## src/rtl/pid_tustin_ramp_limit_assert.svh

```systemverilog
// ----------------------------------------------------------------------------
// PID controller assertion macros
// Shared property forms for the checks at the end of the controller top level.
// ----------------------------------------------------------------------------
`ifndef PID_TUSTIN_RAMP_LIMIT_ASSERT_SVH
`define PID_TUSTIN_RAMP_LIMIT_ASSERT_SVH

// The consequent must hold in the same cycle as the antecedent.
`define PTRL_ASSERT_NOW(label, clk, rst_n, ante, cons) \
	label: assert property (@(posedge clk) disable iff (!rst_n) (ante) |-> (cons)) \
		else $error("pid_tustin_ramp_limit: same-cycle check failed");

// The consequent must hold in the cycle after the antecedent.
`define PTRL_ASSERT_NEXT(label, clk, rst_n, ante, cons) \
	label: assert property (@(posedge clk) disable iff (!rst_n) (ante) |=> (cons)) \
		else $error("pid_tustin_ramp_limit: next-cycle check failed");

`endif

```

## src/rtl/pid_trl_pkg.sv

```systemverilog
// ----------------------------------------------------------------------------
// PID controller package
// Register indexes, reset values and shared types of the PID controller.
// ----------------------------------------------------------------------------
`default_nettype none

package pid_trl_pkg;

	localparam int COEF_W     = 32;
	localparam int LIMIT_W    = 31;
	localparam int CFG_DATA_W = 32;
	localparam int CFG_IDX_W  = 3;
	localparam int ERR_W      = 32;
	localparam int DRIVE_W    = 32;

	localparam logic [CFG_IDX_W-1:0] REG_PROP_GAIN  = 3'd0;
	localparam logic [CFG_IDX_W-1:0] REG_INTEG_COEF = 3'd1;
	localparam logic [CFG_IDX_W-1:0] REG_DERIV_COEF = 3'd2;
	localparam logic [CFG_IDX_W-1:0] REG_OUT_LIMIT  = 3'd3;
	localparam logic [CFG_IDX_W-1:0] REG_RAMP_STEP  = 3'd4;

	localparam logic [COEF_W-1:0]  PROP_GAIN_RST  = 32'd8388608;
	localparam logic [COEF_W-1:0]  INTEG_COEF_RST = 32'd2097;
	localparam logic [COEF_W-1:0]  DERIV_COEF_RST = 32'd0;
	localparam logic [LIMIT_W-1:0] OUT_LIMIT_RST  = 31'd393216;
	localparam logic [LIMIT_W-1:0] RAMP_STEP_RST  = 31'd16384;

	// Load strobes for the stages of the multiplier pipeline.
	typedef struct packed {
		logic ld_s2;
		logic ld_s3;
		logic ld_s4;
	} stage_en_t;

endpackage

`default_nettype wire

```

## src/rtl/pid_trl_mul.sv

```systemverilog
// ----------------------------------------------------------------------------
// PID coefficient multiplier
// Three-stage signed times unsigned Q8.24 product, floored and saturated.
// ----------------------------------------------------------------------------
`default_nettype none

module pid_trl_mul #(
	parameter int VALUE_WIDTH = 32
) (
	input  logic                                   clk,
	input  pid_trl_pkg::stage_en_t                 en,
	input  logic [pid_trl_pkg::COEF_W-1:0]         coef,
	input  logic signed [VALUE_WIDTH:0]            opnd,
	output logic signed [VALUE_WIDTH-1:0]          prod
);

	localparam int W  = VALUE_WIDTH;
	localparam int MW = (W + 1 > 25) ? W + 1 : 25;
	localparam int HW = MW - 24;
	localparam int PW = pid_trl_pkg::COEF_W + HW;
	localparam int QW = PW + 1;
	localparam logic [QW-1:0] VLIM = QW'(1) << (W - 1);
	localparam logic signed [W-1:0] VMAX_W = {1'b0, {(W-1){1'b1}}};
	localparam logic signed [W-1:0] VMIN_W = {1'b1, {(W-1){1'b0}}};

	logic          neg_s2;
	logic [MW-1:0] mag_s2;
	logic          neg_s3;
	logic [55:0]   lo_prod_s3;
	logic [PW-1:0] hi_prod_s3;
	logic signed [W-1:0] prod_s4;

	logic [QW-1:0]       q;
	logic signed [W-1:0] scaled;

	always_ff @(posedge clk) begin
		if (en.ld_s2) begin
			neg_s2 <= opnd[W];
			mag_s2 <= MW'($unsigned(opnd[W] ? -opnd : opnd));
		end
		if (en.ld_s3) begin
			neg_s3     <= neg_s2;
			lo_prod_s3 <= 56'(coef) * 56'(mag_s2[23:0]);
			hi_prod_s3 <= PW'(coef) * PW'(mag_s2[MW-1:24]);
		end
		if (en.ld_s4) begin
			prod_s4 <= scaled;
		end
	end

	// A negative operand rounds its magnitude up so the result floors.
	always_comb begin
		q = QW'(hi_prod_s3) + QW'(lo_prod_s3[55:24])
			+ QW'(neg_s3 && (lo_prod_s3[23:0] != '0));
		if (neg_s3) begin
			if (q > VLIM) begin
				scaled = VMIN_W;
			end else begin
				scaled = $signed(W'(-q));
			end
		end else begin
			if (q >= VLIM) begin
				scaled = VMAX_W;
			end else begin
				scaled = $signed(W'(q));
			end
		end
	end

	assign prod = prod_s4;

endmodule

`default_nettype wire

```

## config.mk

```make
export PLATFORM = sky130hd
export DESIGN_NAME = pid_trl_mul
export DESIGN_NICKNAME = d
export VERILOG_FILES = /design/src/rtl/pid_tustin_ramp_limit_assert.svh /design/src/rtl/pid_trl_pkg.sv /design/src/rtl/pid_trl_mul.sv
export SDC_FILE = /design/constraint.sdc
export NUM_CORES = 2
export LEC_CHECK = 0
export BUFFER_PORTS_ARGS = -buffer_cell sky130_fd_sc_hd__buf_4
export CELL_PAD_IN_SITES_DETAIL_PLACEMENT = 1
export CELL_PAD_IN_SITES_GLOBAL_PLACEMENT = 1
export CORE_UTILIZATION = 47
export DETAILED_ROUTE_END_ITERATION = 16
export HOLD_SLACK_MARGIN = 0.08
export PLACE_DENSITY = 0.86
export SKIP_CTS_REPAIR_TIMING = 1
export SLEW_MARGIN = 20
export SYNTH_ARGS = -nofsm -noshare
export SYNTH_HDL_FRONTEND = slang
export SYNTH_SLANG_ARGS = --single-unit
```

## constraint.sdc

```tcl
create_clock -name clk -period 7.1 [get_ports clk]
set_input_delay 0.71 -clock clk [delete_from_list [all_inputs] [get_ports clk]]
set_output_delay 0.71 -clock clk [all_outputs]
set_load 0.01 [all_outputs]
```

==> impl_metrics.ini <==
[setup_path]
cpMostUsedCell = fa_1
crit_path_max_fanout = 14
critPathKind = register to register
arrival_ns = 8.60
start_kind = register
required_ns = 7.37
slowest_delay_ns = 0.73
end_kind = register
cpMaxStageDelayCell = fa_1

[yosys]
async_reset_ff_frac = 0
synth_warnings = 0
yosys.cell_types.count = 80
synth_edf_count = 164
seq_area_frac_synth = 0.115
synthFlopType = edfxtp_1
avgSynthCellArea_um2 = 9.11
synthCells = 4694
synth_area_mm2 = 0.0428
syn-num-nets = 5910
synth_seq_cells = 164
netlist_top_cells_area = fa_1 41%, edfxtp_1 12%, inv_1 8.3%
synth_top_area_frac = 0.408
synth_area_leader_cell = fa_1

[status]
outcome = finished with violations
violations = setup timing

[timing]
setup_tns_ns = -27.23
setup_viol = 38
period_share = 1.17
hold_violations = 0
skew_ns = 0.0265
period_minus_slack_ns = 8.33
rsz0062_at_grt = yes
post-route-worst-setup-slack_ns = -1.23
drv_slew = 0
clock.fmax_mhz = 120
worst_pin_slew_ns = 1.26
slew_headroom = 0.154

[cts]
clock-root-buffer = clkbuf_16
clockBufferDepth = 2
cts_made_buffers = 17
clk_pin_slew_ns = 0.08
clock-sinks = 164
cts_tree = built
insertion_delay_ns = 0.53
htreeDepth = 4

[global_routing]
grt-ovfl-total = 0
grt_first_pass_wirelength_um = 238000
antenna_found_initial = 15
grt_pass1_vias = 41700
grt_max_degree = 75
grtUsageTotal = 0.341

[detailed_routing]
viasPerCell = 6.51
vias = 39800
wl_per_cell_um = 32.4
drc = 0
first_pass_iters = 8
drtAntennaViolNets = 0
wirelength_um = 198000
drt_iter0_drc = 4564

[cells_and_area]
num-nets-final = 6142
drive_gt1_frac = 0.151
design_area_mm2 = 0.0490
final_cell_mix = 913 x inv_1, 817 x fa_1, 669 x nand2_1
final_common_cell = inv_1
areaGrowthSynthToFinish_pct = 14.5
fin_cells = 6119

[placement]
dp_cells = 6038
placed_area_mm2 = 0.0467
place.gp.congestion = 0.907
dp.final_hpwl_um = 121000
io_buffers = 100

[floorplan]
fp-row-count = 110
pin_count = 101
dieHeight_um = 304
die_area_mm2 = 0.0922
initial_utilization = 0.475
die_w_um = 304
core_mm2 = 0.0900

[run]
max_cap_viol_count = 0

[hold_path]
hp-class = input pin to register
==> cell usage after synthesis (all sizes together) (53+ instances only) <==
cell type  count
inv          944
fa           871
nand2        682
and2         502
ha           276
clkbuf       232
edfxtp       164
a21oi        147
nor2         105
xnor2        103
o21ai         79
a21o          53
==> registers in the layout, summed over array words and instances, names as in the netlist <==
name and cells:
neg_s2 1, hi_prod_s3 41, neg_s3 1, lo_prod_s3 56
mag_s2 33, prod 32
==> final timing paths <==
path	from	end	slack (ns)	cells after the start
setup / recovery	mag_s2[9]	lo_prod_s3[52]	-1.23	29
hold / removal	opnd[0]	mag_s2[0]	0.38	1
setup reg to reg	mag_s2[9]	lo_prod_s3[52]	-1.23	29
hold reg to reg	neg_s2	neg_s3	0.88	0
==> cell families (layout without fill, tap and decap cells) <==
group	Yosys count	after routing	synth area share
xor+xnor	137	137	0.0281
mux	10	10	0.00234
buf+inv	1190	1433	0.105
compound gates	500	500	0.0803
fa+ha+maj	1147	1147	0.489
other cells	0	6	0
simple gates	1546	1546	0.180
flops	164	164	0.115
==> per-layer routing <==
layer	GRT usage	up-vias	wire length [um]
met5	0	-	308
met3	0.0791	1688	27800
met4	0.219	22	21200
li1	-	14900	-
met2	0.577	3692	87100
met1	0.388	19500	61800
==> worst max-delay path, delay by kind of cell (launching register included) <==
family          cells  cell delay (ns)
fa+ha+maj           8             3.92
compound gates      8             1.80
buf+inv             9             1.24
simple gates        3             0.57
flops               1             0.42
xor+xnor            1             0.10
==> layout make-up <==
class | instances | area [um2]
inverters | 944 | 3540
repair buffers | 459 | 4050
fillers | 10100 | 41000
well taps | 1176 | 1470
flip-flops and latches | 164 | 4920
multi-input cells | 3340 | 34400
diodes | 6 | 15.0
clock buffers | 20 | 437
clock inverters | 10 | 125
==> through the flow <==
stage	setup slack [ns]	util	hold WS, ns
2_1_floorplan	0.00559	-	0.400
3_3_place_gp	-0.423	0.519	0.738
3_5_place_dp	-0.864	0.519	0.753
4_1_cts	-0.905	0.525	0.371
5_1_grt	-1.50	0.544	0.366
6_report	-1.23	0.544	0.380
Power is not shown: default switching activity piles up to over one toggle a cycle in this logic, so the estimate is an artifact.
